## config.mk

```make
export PLATFORM = sky130hd
export DESIGN_NAME = elms_queue
export DESIGN_NICKNAME = d
export VERILOG_FILES = /design/src/hdl/elms_pkg.sv /design/src/hdl/elms_queue.sv
export SDC_FILE = /design/constraint.sdc
export NUM_CORES = 1
export LEC_CHECK = 0
export ABC_AREA = 0
export BUFFER_PORTS_ARGS = -buffer_cell sky130_fd_sc_hd__clkbuf_2
export CAP_MARGIN = 0
export CORE_UTILIZATION = 35
export DETAILED_ROUTE_END_ITERATION = 7
export PLACE_DENSITY = 0.59
export REMOVE_ABC_BUFFERS = 1
export SYNTH_ARGS = -nofsm -noshare
export SYNTH_HDL_FRONTEND = slang
export SYNTH_SLANG_ARGS = --single-unit
```

## constraint.sdc

```tcl
create_clock -name clk -period 2 [get_ports clk]
set_input_delay 0.2 -clock clk [delete_from_list [all_inputs] [get_ports clk]]
set_output_delay 0.2 -clock clk [all_outputs]
set_load 0.005 [all_outputs]
```

## src/hdl/elms_pkg.sv

```systemverilog
package elms_pkg;

  // Fixed field widths
  localparam int MODE_W   = 2;
  localparam int VERTEX_W = 12;
  localparam int DATA_W   = 32;
  localparam int COUNT_W  = 13;

  // Defaults for the top-level parameters
  localparam int DEF_MAX_VERTICES = 4096;
  localparam int DEF_LABEL_WIDTH  = 32;

  // Command queue between front and back
  localparam int QUEUE_DEPTH = 4;

  // Transaction mode codes as seen on the input channel
  localparam logic [MODE_W-1:0] MODE_LOAD = 2'd0;
  localparam logic [MODE_W-1:0] MODE_EDGE = 2'd1;
  localparam logic [MODE_W-1:0] MODE_READ = 2'd2;

  typedef enum logic [1:0] {
    OP_LOAD,
    OP_EDGE,
    OP_READ,
    OP_NONE
  } op_t;

  // Classification produced by the front, consumed by the back
  typedef struct packed {
    op_t  op;
    logic edge_ok;   // source and target both below the vertex limit
    logic msg_ok;    // message address lies inside the store
    logic active;    // active flag carried by a load
    logic last;      // end-of-pass marker of an edge
  } cmd_ctrl_t;

  localparam int CTRL_W = $bits(cmd_ctrl_t);

endpackage

```

## src/hdl/elms_queue.sv

```systemverilog
module elms_queue
  import elms_pkg::*;
#(
  parameter int WIDTH = 8,
  parameter int DEPTH = QUEUE_DEPTH
) (
  input  logic             clk,
  input  logic             rst,
  input  logic             push,
  input  logic [WIDTH-1:0] wdata,
  output logic             full,
  input  logic             pop,
  output logic [WIDTH-1:0] rdata,
  output logic             empty
);

  localparam int PW = (DEPTH > 1) ? $clog2(DEPTH) : 1;
  localparam int CW = $clog2(DEPTH + 1);

  logic [WIDTH-1:0] slots [DEPTH];
  logic [PW-1:0]    wptr;
  logic [PW-1:0]    rptr;
  logic [CW-1:0]    count;

  assign full  = (count == CW'(DEPTH));
  assign empty = (count == '0);
  assign rdata = slots[rptr];

  always_ff @(posedge clk) begin
    if (push) begin
      slots[wptr] <= wdata;
    end
  end

  always_ff @(posedge clk) begin
    if (rst) begin
      wptr  <= '0;
      rptr  <= '0;
      count <= '0;
    end else begin
      if (push) begin
        wptr <= (wptr == PW'(DEPTH - 1)) ? '0 : wptr + PW'(1);
      end
      if (pop) begin
        rptr <= (rptr == PW'(DEPTH - 1)) ? '0 : rptr + PW'(1);
      end
      if (push && !pop) begin
        count <= count + CW'(1);
      end else if (pop && !push) begin
        count <= count - CW'(1);
      end
    end
  end

endmodule

```

# Word-level counts from Yosys, hierarchy flattened
# Memory sizes are Yosys's and may differ from the RTL's. A register that Yosys moved wholly into a read port is not among the register bits.
# Cells that the tools add are included.
[totals] n_memories=1 elab_cells=25 register_bits=7 mem_bits_rw=32 output_inout_bits=10
[memory_table] memory="slots" words=4 width=8 rd=1 rd_ports_with_merged_regs=1 wr=1 line_no="elms_queue.sv:20" text="logic [WIDTH-1:0] slots [DEPTH];"
[classes] mux=8 n_addsub=4 reduce_logical=6 eq_ne=3
[op_table] cell="two-way mux 2 bit" count=4
[op_table] cell="two-way mux 3 bit" count=2
[op_table] cell="adder 2 x 1 -> 2 bit (second input constant)" count=2
[op_table] cell="equality test 2 bit (second input constant)" count=2
[op_table] cell="adder 3 x 1 -> 3 bit (second input constant)" count=1
[op_table] cell="equality test 3 bit (second input constant)" count=1
[op_table] cell="logical NOT 3 bit" count=1
[op_table] cell="subtractor 3 x 1 -> 3 bit (second input constant)" count=1
[op_table] cell="logical AND 1 bit" count=2
[op_table] cell="logical NOT 1 bit" count=2
[op_table] cell="two-way mux 1 bit" count=2
[op_table] cell="nonzero test 2 bit" count=1

# Logic depth before layout (Yosys ltp)
# Gate-level depths: netlist (run 1).
[depth] depth_word=4 ltp_mapped=7 ltp_nobuf=7

# Worst setup path after synthesis (run 1)
# Ideal clock, no wire load.
[synth_path] path_type="input to register" startpoint="in pop" endpoint="reg count[2]" stages=7 required_time_ns=1.930 setup_slack_ns=0.538 arrival_time_ns=1.392 path_cell_list="inv_1 -> ha_1 -> inv_1 -> fa_1 -> xor2_1 -> or3_1 -> a21oi_1"
[synth_via] elab_chain_cells=3
[synth_lines] item="from (decl)" line_no="elms_queue.sv:12" text="input logic pop,"
[synth_lines] item="logical NOT 1 bit" line_no="elms_queue.sv:47" text="if (push && !pop) begin"
[synth_lines] item="logical AND 1 bit" line_no="elms_queue.sv:47"
[synth_lines] item="two-way mux 3 bit / nonzero test 2 bit (equally long branches)"
[synth_lines] item="to (signal assigned)" line_no="elms_queue.sv:48" text="count <= count + CW'(1);"
[synth_lines] item="to (signal assigned)" line_no="elms_queue.sv:50" text="count <= count - CW'(1);"
[synth_lines] item="to (decl)" line_no="elms_queue.sv:23" text="logic [CW-1:0] count;"
# Several ways; a longest one is shown, not always the timed one.
# A chain may end at the register's enable or synchronous reset.

==> metrics.yaml, run 1 <==
run_status:
  status: "complete, no violations"
drt:
  drt_iter0_drc: 46
  routed_wl_um: 2440
  wl_per_cell_um: 14.7
  drc_errors: 0
  vias: 809
  drt_pass1_iterations: 3
  viasPerCell: 4.87
  drtAntennaViolNets: 0
clock_network:
  ctsResizeCount: 0
  htreeDepth: 2
  cts_tree: "yes"
  clockBufferDepth: 2
  clk_pin_slew_ps: 70
  numCtsBuffers: 5
  clock_sink_count: 41
  post_cts_buffers: 0
  root_buffer: "clkbuf_8"
  clock_latency_ps: 280
  ctsHoldBuffers: 0
grt:
  grt_max_degree: 13
  grt_pass1_wl_um: 3920
  antenna_found_initial: 0
  grt_pass1_vias: 828
  grtUsageTotal: 0.110
  grt_overflow_total: 0
setup_path:
  end_kind: "output pin"
  crit_chain: "buf_4, mux4_2, clkbuf_2"
  r2r_start: "count[0]"
  crit_fanout: 5
  r2r_end: "count[2]"
  critPathMaxStageDelay_ps: 500
  crit_path_start_kind: "flip-flop"
  reg2reg_slack_ps: 520
  cp.depth: 3
  crit_type: "reg2out"
  slowest_stage: "mux4_2"
  ff2ff_path_depth: 4
  arrival_ps: 1590
  path_buf_inv: 2
  path_delay_family: "multiplexers"
  required_ps: 1800
timing:
  drv_slew: 0
  period_minus_slack_ps: 1790
  finClkSkew_ps: 6.87
  hold_viol_final: 0
  relSlewSlack: 0.692
  postLayoutSetupSlackWorst_ps: 207
  max_clock_freq_mhz: 558
  setup_violations: 0
  tns_ps: 0
  fin_crit_sh: 0.896
  grt_setup_unrepaired: "false"
  worst_slew_pin_slew_ps: 462
pwr:
  max-vdd-ir-drop_uv: 359
  leakage_uw: 0.000688
  p_clk_frac: 0.311
  seq_power_share: 0.584
  p_switching_uw: 371
  p_per_area_nw_per_um2: 929
  p_int_uw: 1350
  sw_frac_of_total: 0.216
  pwr-share-comb: 0.105
die:
  rows: 24
  die_h_um: 69.6
  fp.dieArea_um2: 4840
  core_um2: 4380
  start_util: 0.364
  pin_count: 22
  die_w_um: 69.6
yosys:
  ys_types: 17
  synthFlopType: "edfxtp_1"
  yosysMostFrequentCell: "edfxtp_1"
  avgSynthCellArea_um2: 18.6
  synth-seq-cells: 41
  synth_area_um2: 1600
  synth.area.top_cells: "edfxtp_1, dfxtp_1, mux4_2, ha_1, mux2i_1"
  yosys-top-cells-count: "edfxtp_1, dfxtp_1, mux4_2"
  syn_inst: 86
  ys_warn_count: 0
  yosys.area.top_type_share: 0.601
  synthArstFlopShare: 0
  synth-edff-count: 32
  yosysSeqAreaShare: 0.714
  synth_area_leader_cell: "edfxtp_1"
placement:
  placed_area_um2: 1760
  pre_cts_ws_ps: 317
  place_hpwl_um: 1590
  numPortBuffers: 21
  globalplace.congestion: 0.764
worst_hold_path:
  whs_endpoint: "slots[1][7]"
  worstHoldStart: "wdata[7]"
  hold_depth: 1
  min_path_type: "in2reg"
finish:
  drive_above_1_share: 0.316
  post-route-cell-area_um2: 1850
  syn2layout_area_growth_pct: 15.7
  fin_nets: 132
  nFillCells: 408
  diodes: 0
  finalCoreUtilization: 0.422
run:
  drv_cap: 0
## worst max path at each step
stage,to,start
3_5_place_dp,count[2],push
4_1_cts,rdata[3],flip-flop
3_3_place_gp,count[2],pop
2_1_floorplan,count[2],pop
6_report,rdata[1],flip-flop
5_1_grt,rdata[6],flip-flop
## metrics by stage
step | hold WS, ps | std cells | power (uW)
floorplan | 269 | 84 | 1120
global placement | 412 | 158 | 1200
detailed placement | 424 | 158 | 1200
CTS | 123 | 166 | 1750
global route | 128 | 166 | 1810
finish | 133 | 166 | 1720
## cell families (layout without fill, tap and decap cells)
group | after synthesis | in the layout | synth area share
simple gates | 15 | 15 | 0.0485
buf+inv | 6 | 34 | 0.0196
compound gates | 3 | 3 | 0.00939
fa+ha+maj | 7 | 7 | 0.0595
mux | 12 | 12 | 0.138
flops | 41 | 41 | 0.714
xor+xnor | 2 | 2 | 0.0110
## flip-flops by register name (all words and copies together), names as in the netlist, named ones only
name / cells
rptr: 2
wptr: 2
count: 3
slots: 32
## cell type report
| cell class | instances | area, um2 | share of cell area |
|---|---|---|---|
| clock buffer | 8 | 90.1 | 0.0487 |
| inverter | 4 | 15.0 | 0.00812 |
| multi-input combinational | 39 | 425 | 0.230 |
| sequential | 41 | 1140 | 0.617 |
| tap | 52 | 65.1 | 0.0352 |
| timing repair buffer | 22 | 113 | 0.0609 |
## placed cells by master, fill, tap and decap left out
| master | count |
|---|---|
| mux4_2 | 8 |
| mux2i_1 | 4 |
| a21oi_1 | 2 |
| nor3b_1 | 2 |
| and2_1 | 4 |
| nor2_1 | 7 |
| or3_1 | 1 |
| o21ai_0 | 1 |
| xor2_1 | 2 |
| fa_1 | 1 |
| clkbuf_1 | 2 |
| buf_4 | 1 |
| inv_1 | 4 |
| clkbuf_2 | 21 |
| dfxtp_1 | 9 |
| clkbuf_8 | 6 |
| nor3_1 | 1 |
| ha_1 | 6 |
| edfxtp_1 | 32 |
## worst register-to-register path, delay by kind of cell, from the launching register on
family                   cells  cell delay, ps
flip-flops                   1             360
adder cells (fa/ha/maj)      1             440
AND/OR/NAND/NOR              1             320
AO/OA/AOI/OAI                1             140
XOR/XNOR                     1             160
## layer usage
metal	global-route usage	wire (um)	up-vias
met5	0	0	-
met4	0.0544	40	0
met3	0.0363	124	5
met2	0.181	1240	18
met1	0.130	1030	408
li1	-	-	378
## power groups by stage
stage	sequential [uW]	clock (uW)	combinational (uW)
finish	1000	535	180
global placement	1020	0	179
global route	1010	597	203
CTS	1000	558	185
detailed placement	1020	0	182
floorplan	1010	0	108
Power figures use the tool's default switching activity.
==> run 2: changes to the inputs <==
==> constraint.sdc (replaced) <==
create_clock -name clk -period 2 [get_ports clk]
set_input_delay 0.4 -clock clk [delete_from_list [all_inputs] [get_ports clk]]
set_output_delay 0.4 -clock clk [all_outputs]
set_load 0.005 [all_outputs]
==> run 2 against run 1 <==
Compared with the run above: clock power increased by 16%; combinational power hardly changed; clock skew down 3.4 ps; via count increased by 0.25%; maximum frequency fell by 3.5%; cell count did not move; utilization up 0.49 points; critical endpoint is now rdata[5]; highest routed layer unchanged.
==> metrics.yaml, run 2 (synthesis results as in run 1) <==
timing:
  max_clock_freq_mhz: 538  # was 558 MHz
  period_minus_slack_ps: 1860  # was 1790 ps
  worst_slew_pin_slew_ps: 445  # was 462 ps
  relSlewSlack: 0.704  # was 0.692
  setup_violations: 0  # unchanged
  tns_ps: 0  # unchanged
  finClkSkew_ps: 3.46  # was 6.87 ps
  fin_crit_sh: 0.929  # was 0.896
  hold_viol_final: 0  # unchanged
  grt_setup_unrepaired: "false"  # unchanged
  drv_slew: 0  # unchanged
setup_path:
  required_ps: 1600  # was 1800 ps
  arrival_ps: 1460  # was 1590 ps
  crit_chain: "buf_4, mux4_2, clkbuf_2"  # unchanged
  end_kind: "output pin"  # unchanged
  crit_fanout: 8  # was 5
  critPathMaxStageDelay_ps: 530  # was 500 ps
  crit_type: "reg2out"  # unchanged
  path_buf_inv: 2  # unchanged
  slowest_stage: "mux4_2"  # unchanged
  path_delay_family: "multiplexers"  # unchanged
  crit_path_start_kind: "flip-flop"  # unchanged
die:
  start_util: 0.364  # unchanged
  rows: 24  # unchanged
  fp.dieArea_um2: 4840  # unchanged
  core_um2: 4380  # unchanged
  die_w_um: 69.6  # unchanged
  die_h_um: 69.6  # unchanged
  pin_count: 22  # unchanged
pwr:
  pwr-share-comb: 0.102  # was 0.105
  p_switching_uw: 383  # was 371 uW
  p_int_uw: 1420  # was 1350 uW
  leakage_uw: 0.000699  # was 0.000688 uW
  sw_frac_of_total: 0.212  # was 0.216
  max-vdd-ir-drop_uv: 344  # was 359 uV
  p_clk_frac: 0.345  # was 0.311
  seq_power_share: 0.553  # was 0.584
  p_per_area_nw_per_um2: 964  # was 929 nW/um2
drt:
  drc_errors: 0  # unchanged
  wl_per_cell_um: 14.2  # was 14.7 um
  routed_wl_um: 2360  # was 2440 um
  viasPerCell: 4.89  # was 4.87
  drtAntennaViolNets: 0  # unchanged
  drt_pass1_iterations: 4  # was 3
  vias: 811  # was 809
  drt_iter0_drc: 34  # was 46
grt:
  grt_max_degree: 13  # unchanged
  grt_overflow_total: 0  # unchanged
  grt_pass1_wl_um: 3990  # was 3920 um
  grt_pass1_vias: 884  # was 828
  antenna_found_initial: 0  # unchanged
  grtUsageTotal: 0.113  # was 0.110
clock_network:
  htreeDepth: 2  # unchanged
  clockBufferDepth: 2  # unchanged
  clock_latency_ps: 280  # about the same
  numCtsBuffers: 5  # unchanged
  post_cts_buffers: 0  # unchanged
  clock_sink_count: 41  # unchanged
  clk_pin_slew_ps: 70  # about the same
  root_buffer: "clkbuf_8"  # unchanged
  cts_tree: "yes"  # unchanged
  ctsHoldBuffers: 0  # unchanged
  ctsResizeCount: 0  # unchanged
finish:
  nFillCells: 409  # was 408
  top_register: "slots"  # unchanged
  largest_reg_flops: 32  # unchanged
  seqCellArea_um2: 1140  # unchanged
  post-route-cell-area_um2: 1870  # was 1850 um2
  multi_input_area_um2: 425  # unchanged
  drive_above_1_share: 0.325  # was 0.316
  diodes: 0  # unchanged
  fin_nets: 132  # unchanged
  syn2layout_area_growth_pct: 17.1  # was 15.7%
  layout_commonest_cell: "edfxtp_1"  # unchanged
  reg.largest.list: "slots: 32 flops, count: 3 flops"  # unchanged
  final_cell_mix: "edfxtp_1, clkbuf_2, dfxtp_1, mux4_2, nor2_1"  # unchanged
worst_hold_path:
  min_path_type: "in2reg"  # unchanged
placement:
  placed_area_um2: 1760  # unchanged
  numPortBuffers: 21  # unchanged
  place_hpwl_um: 1620  # was 1590 um
  globalplace.congestion: 0.769  # was 0.764
run:
  drv_cap: 0  # unchanged
run_status:
  status: "complete, no violations"  # unchanged
==> run 2: final timing paths <==
kind / start / to / slack, ps / cells after the start
worst min register to register: count[2] / count[2] / 530 / 2
worst max-delay path: flip-flop / rdata[5] / 140 / 3
worst min-delay path: wdata[5] / slots[2][5] / 330 / 1
worst max register to register: count[0] / count[2] / 520 / 4
==> run 2: through the flow <==
step           total power (uW)  hold slack [ps]  setup slack (ps)  std cells   util
2_1_floorplan              1120              460               338         84      -
3_3_place_gp               1200              481               187        158  0.401
3_5_place_dp               1210              512               110        158  0.401
4_1_cts                    1830              320               107        166  0.427
5_1_grt                    1880              329              49.5        166  0.427
6_report                   1800              330               142        166  0.427
==> run 2: worst reg2reg max path, stage by stage, from the launching register on <==
cell and delay [ps]:
dfxtp_1 360, fa_1 440, xor2_1 160, or3_1 320, a21oi_1 140
==> run 2: area by class of cell <==
| type | instances | share of cell area |
|---|---|---|
| flip-flops and latches | 41 | 0.610 |
| well taps | 52 | 0.0348 |
| inverters | 4 | 0.00803 |
| clock buffers | 8 | 0.0595 |
| repair buffers | 22 | 0.0602 |
| multi-input cells | 39 | 0.227 |
==> run 2: power groups by stage <==
stage / clock network, uW / registers [uW] / logic (uW)
floorplan: 0 / 1010 / 108
CTS: 638 / 999 / 189
finish: 623 / 998 / 183
detailed placement: 0 / 1020 / 187
global placement: 0 / 1010 / 181
global route: 669 / 1010 / 208
==> run 2: metal layers <==
metal,up-vias,GRT usage,share of wire
met2,25,0.182,0.49
li1,379,-,-
met5,-,0,0
met3,4,0.0378,0.073
met4,0,0.0680,0.011
met1,403,0.130,0.42
