==> src/hdl/elms_pkg.sv <==
package elms_pkg;

  // Fixed field widths
  localparam int MODE_W   = 2;
  localparam int VERTEX_W = 12;
  localparam int DATA_W   = 32;
  localparam int COUNT_W  = 13;

  // Defaults for the top-level parameters
  localparam int DEF_MAX_VERTICES = 4096;
  localparam int DEF_LABEL_WIDTH  = 32;

  // Command queue between front and back
  localparam int QUEUE_DEPTH = 4;

  // Transaction mode codes as seen on the input channel
  localparam logic [MODE_W-1:0] MODE_LOAD = 2'd0;
  localparam logic [MODE_W-1:0] MODE_EDGE = 2'd1;
  localparam logic [MODE_W-1:0] MODE_READ = 2'd2;

  typedef enum logic [1:0] {
    OP_LOAD,
    OP_EDGE,
    OP_READ,
    OP_NONE
  } op_t;

  // Classification produced by the front, consumed by the back
  typedef struct packed {
    op_t  op;
    logic edge_ok;   // source and target both below the vertex limit
    logic msg_ok;    // message address lies inside the store
    logic active;    // active flag carried by a load
    logic last;      // end-of-pass marker of an edge
  } cmd_ctrl_t;

  localparam int CTRL_W = $bits(cmd_ctrl_t);

endpackage

==> src/hdl/elms_in_if.sv <==
interface elms_in_if
  import elms_pkg::*;
();
  logic                       valid;
  logic                       ready;
  logic [MODE_W-1:0]          mode;
  logic [VERTEX_W-1:0]        vertex;
  logic signed [DATA_W-1:0]   label_in;
  logic signed [DATA_W-1:0]   message_in;
  logic                       active_in;
  logic [VERTEX_W-1:0]        edge_source;
  logic [VERTEX_W-1:0]        edge_target;
  logic                       last_edge;

  modport source (
    output valid, mode, vertex, label_in, message_in, active_in,
           edge_source, edge_target, last_edge,
    input  ready
  );

  modport sink (
    input  valid, mode, vertex, label_in, message_in, active_in,
           edge_source, edge_target, last_edge,
    output ready
  );
endinterface

==> src/hdl/elms_front.sv <==
module elms_front
  import elms_pkg::*;
#(
  parameter int MAX_VERTICES = DEF_MAX_VERTICES,
  parameter int LABEL_WIDTH  = DEF_LABEL_WIDTH,
  localparam int AW = $clog2(MAX_VERTICES)
) (
  elms_in_if.sink                 item,
  input  logic [COUNT_W-1:0]      vertex_count,
  input  logic                    q_full,
  output logic                    q_push,
  output cmd_ctrl_t               ctrl,
  output logic [AW-1:0]           src_addr,
  output logic [AW-1:0]           msg_addr,
  output logic signed [LABEL_WIDTH-1:0] label,
  output logic signed [LABEL_WIDTH-1:0] message
);

  localparam logic [31:0] CAP = 32'(MAX_VERTICES);

  logic vtx_cap;
  logic src_cap;
  logic dst_cap;
  logic src_cnt;
  logic dst_cnt;

  assign item.ready = !q_full;
  assign q_push     = item.valid && !q_full;

  // bounds: all below store capacity; edge endpoints also below the configured count
  assign vtx_cap = 32'(item.vertex) < CAP;
  assign src_cap = 32'(item.edge_source) < CAP;
  assign dst_cap = 32'(item.edge_target) < CAP;
  assign src_cnt = {1'b0, item.edge_source} < vertex_count;
  assign dst_cnt = {1'b0, item.edge_target} < vertex_count;

  always_comb begin
    ctrl         = '0;
    ctrl.active  = item.active_in;
    ctrl.last    = item.last_edge;
    ctrl.edge_ok = src_cap && src_cnt && dst_cap && dst_cnt;
    msg_addr     = AW'(item.vertex);
    case (item.mode)
      MODE_LOAD: begin
        ctrl.op     = OP_LOAD;
        ctrl.msg_ok = vtx_cap;
      end
      MODE_EDGE: begin
        ctrl.op     = OP_EDGE;
        ctrl.msg_ok = dst_cap;
        msg_addr    = AW'(item.edge_target);
      end
      MODE_READ: begin
        ctrl.op     = OP_READ;
        ctrl.msg_ok = vtx_cap;
      end
      default: begin
        ctrl.op     = OP_NONE;
        ctrl.msg_ok = 1'b0;
      end
    endcase
  end

  assign src_addr = AW'(item.edge_source);
  assign label    = LABEL_WIDTH'(item.label_in);
  assign message  = LABEL_WIDTH'(item.message_in);

endmodule

==> src/flat_wrapper.sv <==
// flat-port wrapper written by rule: the top's interface ports become plain ports
module elms_front_flat import elms_pkg::*;
#(
  parameter int MAX_VERTICES = DEF_MAX_VERTICES,
  parameter int LABEL_WIDTH  = DEF_LABEL_WIDTH,
  localparam int AW = $clog2(MAX_VERTICES)
)
  (vertex_count, q_full, q_push, ctrl, src_addr, msg_addr, label, message, item_valid, item_mode, item_vertex, item_label_in, item_message_in, item_active_in, item_edge_source, item_edge_target, item_last_edge, item_ready);
  elms_in_if item_i ();
  input  logic [COUNT_W-1:0] vertex_count;
  input  logic q_full;
  output logic q_push;
  output cmd_ctrl_t ctrl;
  output logic [AW-1:0] src_addr;
  output logic [AW-1:0] msg_addr;
  output logic signed [LABEL_WIDTH-1:0] label;
  output logic signed [LABEL_WIDTH-1:0] message;
  input wire logic [$bits(item_i.valid)-1:0] item_valid;
  input wire logic [$bits(item_i.mode)-1:0] item_mode;
  input wire logic [$bits(item_i.vertex)-1:0] item_vertex;
  input wire logic [$bits(item_i.label_in)-1:0] item_label_in;
  input wire logic [$bits(item_i.message_in)-1:0] item_message_in;
  input wire logic [$bits(item_i.active_in)-1:0] item_active_in;
  input wire logic [$bits(item_i.edge_source)-1:0] item_edge_source;
  input wire logic [$bits(item_i.edge_target)-1:0] item_edge_target;
  input wire logic [$bits(item_i.last_edge)-1:0] item_last_edge;
  output wire logic [$bits(item_i.ready)-1:0] item_ready;
  assign item_i.valid = item_valid;
  assign item_i.mode = item_mode;
  assign item_i.vertex = item_vertex;
  assign item_i.label_in = item_label_in;
  assign item_i.message_in = item_message_in;
  assign item_i.active_in = item_active_in;
  assign item_i.edge_source = item_edge_source;
  assign item_i.edge_target = item_edge_target;
  assign item_i.last_edge = item_last_edge;
  assign item_ready = item_i.ready;
  elms_front #(.MAX_VERTICES(MAX_VERTICES), .LABEL_WIDTH(LABEL_WIDTH)) u_core (.item(item_i), .vertex_count(vertex_count), .q_full(q_full), .q_push(q_push), .ctrl(ctrl), .src_addr(src_addr), .msg_addr(msg_addr), .label(label), .message(message));
endmodule
==> config.mk <==
export PLATFORM = sky130hd
export DESIGN_NAME = elms_front_flat
export DESIGN_NICKNAME = d
export VERILOG_FILES = /design/src/hdl/elms_pkg.sv /design/src/hdl/elms_in_if.sv /design/src/hdl/elms_front.sv /design/src/flat_wrapper.sv
export SDC_FILE = /design/constraint.sdc
export NUM_CORES = 1
export LEC_CHECK = 0
export BUFFER_PORTS_ARGS = -buffer_cell sky130_fd_sc_hd__buf_4
export CAP_MARGIN = 15
export CORE_AREA = 2 2 83 85
export DETAILED_ROUTE_END_ITERATION = 12
export DIE_AREA = 0 0 85 87
export PLACE_DENSITY_LB_ADDON = 0.2
export SYNTH_ARGS = -nofsm -noshare
export SYNTH_HDL_FRONTEND = slang
export SYNTH_SLANG_ARGS = --single-unit
==> constraint.sdc <==
create_clock -name vclk -period 4.2
set_clock_uncertainty 0.05 [all_clocks]
set_input_delay 0.84 -clock vclk [all_inputs]
set_output_delay 0.84 -clock vclk [all_outputs]
set_load 0.02 [all_outputs]
**Word level (Yosys, flattened, before mapping)**

Cells that the tools add are included.

- Bits of input ports: 119
- Bits in registers: 0

- Reductions and logical operators: 5
- Multiplexer cells: 3
- Order comparisons: 2
- Eq/ne operators: 2

Operators by type and width:

| cell | number |
|---|---|
| $lt A12 B13 Y1 | 2 |
| $mux W12 | 1 |
| $pmux W2 S3 | 1 |
| $reduce_or A3 Y1 | 1 |
| $eq A2 B1 Y1 const B | 1 |
| $eq A2 B2 Y1 const B | 1 |
| $logic_and A1 B1 Y1 | 2 |
| $logic_not A2 Y1 | 1 |
| $logic_not A1 Y1 | 1 |
| $mux W1 | 1 |

**Longest topological paths before layout**

Gate-level depths: netlist of run 1.

- Depth after elaboration: 3
- Gate-level depth with buffers: 7

**Worst setup path after synthesis of run 1**

No wires, ideal clock.

- Kind: input to output
- From: input vertex_count[8]
- To: output ctrl[3] in the netlist's numbering
- Required time: 3.310 ns
- Arrival: 2.369 ns
- Stages: 6
- Buffers on the path: 0
- Setup slack: 0.941 ns
- Path through: inv_1 > ha_1 > and2_4 > a221oi_2 > o22ai_1 > nor4_1

RTL lines:

| item | RTL line | source |
|---|---|---|
| start, declared | flat_wrapper.sv:10 | `input logic [COUNT_W-1:0] vertex_count;` |
| end, declared | flat_wrapper.sv:13 | `output cmd_ctrl_t ctrl;` |

==> results.cfg, run 1 <==
[yosys]
synth_compound_area_frac = 0.0967
synth_mux_area_frac = 0.105
ys_warn_count = 0
synth.distinct_cells = 19
synth.net_count = 302
synthTopCellsByArea = buf_4 (46%), ha_1 (21%), mux2_2 (11%)
synthCells = 161
synth_top_family_by_area = buffers and inverters
syn_area_mm2 = 0.00128
yosysMostFrequentCell = buf_4
ys_seq_area_frac = 0
yosys.area_share.simple = 0.0791
yosysTopAreaCell = buf_4
synth-xor-area-share = 0
synth_fa_ha_area_frac = 0.215
avgSynthCellArea_um2 = 7.96
synth_top_area_frac = 0.463
synthTopCellsByCount = buf_4 (79), ha_1 (22), inv_1 (12), mux2_2 (12), a21oi_1 (5)

[worst_setup_path]
worstSetupStartpoint = item_edge_source[8]
crit_arrival_ns = 2.32
slowest_stage = ha_1
critPathCapture = ctrl[3]
worstPathMaxFanout = 2
worst_setup_path_end_kind = primary output
crit_type = input pin to primary output
slowest_delay_ns = 0.32
worst_setup_path_start_kind = input pin
worstPathRequired_ns = 3.31
worstPathCellList = buf_4 -> ha_1 -> and2_4 -> a221oi_2 -> o22ai_1 -> nor4_1 -> buf_4
crit_top_cell = buf_4

[global_route]
grt_max_degree = 8
antenna_found_initial = 0
grt_pass1_wl_mm = 4.58
overflow = 0
grt_pass1_vias = 929
grt_usage = 0.0763

[floorplan]
fp.dieH_um = 87
fp.coreArea_mm2 = 0.00657
initial_core_util = 0.195
die_area_mm2 = 0.00740
rows = 30
die_w_um = 85
num_io_pins = 215

[cells_and_area]
fillers = 738
multi_input_area_um2 = 636
layout-drive-gt1-share = 0.612
clkbuf_count = 0
antenna_cells = 0
regArea_um2 = 0
nets = 308
final_area_mm2 = 0.00142
nFlopsAndLatches = 0
areaGrowthSynthToFinish_pct = 10.7

[sta]
worst_slack_ns = 0.993
fin_crit_ns = 3.21
fin_crit_sh = 0.764
fmax_ghz = 0.312
drv_slew = 0
final-hold-violation-count = 0
tns_ns = 0
rsz0062_at_grt = false
slew_headroom = 0.831
fin_hold_ws_ns = 1.63
setup_viol = 0
tightest_slew_ns = 0.251

[clock_network]
cts-hold-fix-buffers = 0
post-cts-setup-buffers = 0
post_cts_resized = 0

[power_and_ir_drop]
power_density_mw_per_mm2 = 112
ir_worst_vdd_mv = 0.0429
power_frac_clock = 0
seq_power_share = 0
finalPower_w = 0.000159
internal-power_w = 0.0000871
swShare = 0.452
combPwrFrac = 1.000
p_sw_w = 0.0000718
p_leak_nw = 0.776

[place]
dp_hpwl_mm = 3.11
place_ws_ns = 1.02
portBuffers = 83
postPlaceCellArea_mm2 = 0.00142
gp_congestion = 0.660

[routing]
drt_wl_total_mm = 3.30
drc = 0
drt.antenna.violating_nets = 0
avgRoutedWirePerCell_um = 13.5
viasPerCell = 3.87
dr.pass1.iters = 2
num_vias = 947
drt_iter0_markers = 6

[run]
drv_cap = 0

[hold_path]
hold_path_class = input pin to primary output

[run_status]
status = complete, no violations
[kinds of logic after synthesis]
family          after synthesis
compound gates               17
fa+ha+maj                    22
buf+inv                      93
mux                          12
simple gates                 17
[cell usage in the layout, fill, tap and decap left out, types with 3 or more instances in the layout]
cell type / n
a21o_1: 4
a21oi_1: 5
buf_4: 85
ha_1: 22
inv_1: 12
mux2_2: 12
nand2_1: 3
nand3_1: 4
nor2b_1: 4
[how the worst min path moves through the flow]
stage	start	depth (start not counted)	to	slack, ns
global route	item_message_in[1]	0	message[1]	1.63
finish	item_active_in	0	ctrl[1]	1.63
detailed placement	item_label_in[11]	0	label[11]	1.63
global placement	item_label_in[11]	0	label[11]	1.63
floorplan	q_full	1	item_ready	1.71
CTS	item_label_in[11]	0	label[11]	1.63
[worst max-delay path, delay by kind of cell]
family,cells,cell delay [ns]
and+or+nand+nor,2,0.47
AOI/OAI and AO/OA,2,0.37
buffers and inverters,2,0.31
adders and majority gates,1,0.32
[routing by layer]
layer | wire, um | vias to the layer above | part of all wire | GRT usage
met5 | 0 | - | 0 | 0
met4 | 100 | 0 | 0.030 | 0.0216
met3 | 378 | 14 | 0.11 | 0.0237
met2 | 1710 | 60 | 0.52 | 0.146
met1 | 1110 | 405 | 0.34 | 0.0802
li1 | - | 468 | - | -
[power groups by stage]
stage / Clock [W] / Sequential, W / Combinational [W]
CTS: 0 / 0 / 0.000163
global placement: 0 / 0 / 0.000162
global route: 0 / 0 / 0.000175
finish: 0 / 0 / 0.000159
detailed placement: 0 / 0 / 0.000162
floorplan: 0 / 0 / 0.000179
[area by class of cell]
cell class	count	share of cell area
repair buffers	85	0.450
multi-input cells	68	0.448
well taps	80	0.0705
inverters	12	0.0317
[through the flow]
stage | utilization | cells
global route | 0.216 | 245
global placement | 0.216 | 245
CTS | 0.216 | 245
detailed placement | 0.216 | 245
finish | 0.216 | 245
floorplan | - | 161
(Power assumes the default switching activity.)
==> run 2: changes to the inputs <==
- ABC_AREA: not set -> 1
- CORE_AREA: 2 2 83 85 -> 2 2 84 86
- DIE_AREA: 0 0 85 87 -> 0 0 86 88
- clock period: 4.2 -> 3.13 ns (I/O delays scaled with it)
==> results.cfg, run 2 <==
[routing]
drc = 0
avgRoutedWirePerCell_um = 12.2
dr.pass1.iters = 2
drt_wl_total_mm = 3.49
drt_iter0_markers = 2
viasPerCell = 3.86
drt.antenna.violating_nets = 0
num_vias = 1107

[global_route]
grt_pass1_wl_mm = 5.00
overflow = 0
grt_pass1_vias = 1061
grt_max_degree = 14
grt_usage = 0.0830
antenna_found_initial = 0

[run_status]
status = complete, no violations

[power_and_ir_drop]
p_leak_nw = 0.929
power_density_mw_per_mm2 = 147
ir_worst_vdd_mv = 0.0493

[yosys]
synth.net_count = 346
synthTopCellsByCount = buf_4 (78), nand2_1 (40), inv_1 (27), ha_1 (22), nor2_1 (10)
synthCells = 205
avgSynthCellArea_um2 = 6.80
syn_area_mm2 = 0.00139
ys_warn_count = 0
synthTopCellsByArea = buf_4 (42%), ha_1 (20%), nand2_1 (11%)
synth.distinct_cells = 14
ys_seq_area_frac = 0
synth_top_area_frac = 0.420
yosysTopAreaCell = buf_4
yosysMostFrequentCell = buf_4

[place]
gp_congestion = 0.668
dpl.cell_count = 287
postPlaceCellArea_mm2 = 0.00151
dp_hpwl_mm = 3.25
portBuffers = 83

[cells_and_area]
final_area_mm2 = 0.00151
stdcell_count = 287
multi_input_area_um2 = 688
fillers = 766
final_common_cell = buf_4
areaGrowthSynthToFinish_pct = 8.53
layout-drive-gt1-share = 0.459
nFlopsAndLatches = 0
antenna_cells = 0
clkbuf_count = 0
nets = 350
regArea_um2 = 0
final_cell_mix = buf_4 (83), nand2_1 (40), inv_1 (27)

[worst_setup_path]
worstPathMaxFanout = 2
crit_top_cell = nand2_1
crit_type = input pin to primary output
worst_setup_path_start_kind = input pin
worstPathRequired_ns = 2.45
slowest_stage = ha_1
path_buf_inv = 3
slowest_delay_ns = 0.29
cp_top_family = simple AND/OR/NAND/NOR gates
crit_arrival_ns = 1.71
worst_setup_path_end_kind = primary output
worstPathCellList = buf_4 -> inv_1 -> ha_1 -> nand2_1 -> nor2_1 -> nand2_1 -> nor2_1 -> nand2_1 -> nand2_1 -> nor2_1 -> buf_4

[floorplan]
initial_core_util = 0.210
die_w_um = 86
die_area_mm2 = 0.00757
fp.dieH_um = 88
rows = 30
fp.coreArea_mm2 = 0.00664
num_io_pins = 215

[sta]
slew_headroom = 0.709
fin_hold_ws_ns = 1.20
drv_slew = 0
tightest_slew_ns = 0.435
tns_ns = 0
setup_viol = 0
rsz0062_at_grt = false
fin_crit_ns = 2.38
final-hold-violation-count = 0
fmax_ghz = 0.420
fin_crit_sh = 0.761

[hold_path]
hold_path_class = input pin to primary output

[clock_network]
cts-hold-fix-buffers = 0
post-cts-setup-buffers = 0
post_cts_resized = 0

[run]
drv_cap = 0
-- run 2: layout make-up --
cell class,count,area share
well taps,80,0.0662
repair buffers,83,0.412
multi-input cells,97,0.455
inverters,27,0.0670
-- run 2: path summary, 6_finish.rpt --
check / startpoint / to / cells past startpoint
max: vertex_count[10] / ctrl[3] / 11
min: item_message_in[13] / message[13] / 0
-- run 2: routing by layer --
layer,track usage,part of all wire
met5,0,0
met4,0.0144,0.014
met3,0.0320,0.15
met2,0.167,0.53
met1,0.0803,0.31
-- run 2: per-stage QoR --
| step | setup slack [ns] | total power, W | util |
|---|---|---|---|
| floorplan | 0.883 | 0.000249 | - |
| global placement | 0.708 | 0.000227 | 0.228 |
| detailed placement | 0.704 | 0.000228 | 0.228 |
| CTS | 0.699 | 0.000229 | 0.228 |
| global route | 0.572 | 0.000250 | 0.228 |
| finish | 0.747 | 0.000222 | 0.228 |
-- run 2: kinds of logic after synthesis --
group                    after synthesis  share of synthesized area
adder cells (fa/ha/maj)               22                      0.197
multiplexers                          11                      0.110
AND/OR/NAND/NOR                       57                      0.161
AO/OA/AOI/OAI                          7                     0.0251
buffers and inverters                108                      0.506
-- run 2: power breakdown --
group          total [W]  switching (W)  internal (W)
Clock                  0              0             0
Sequential             0              0             0
Combinational   0.000222       0.000105      0.000116
Total           0.000222       0.000105      0.000116
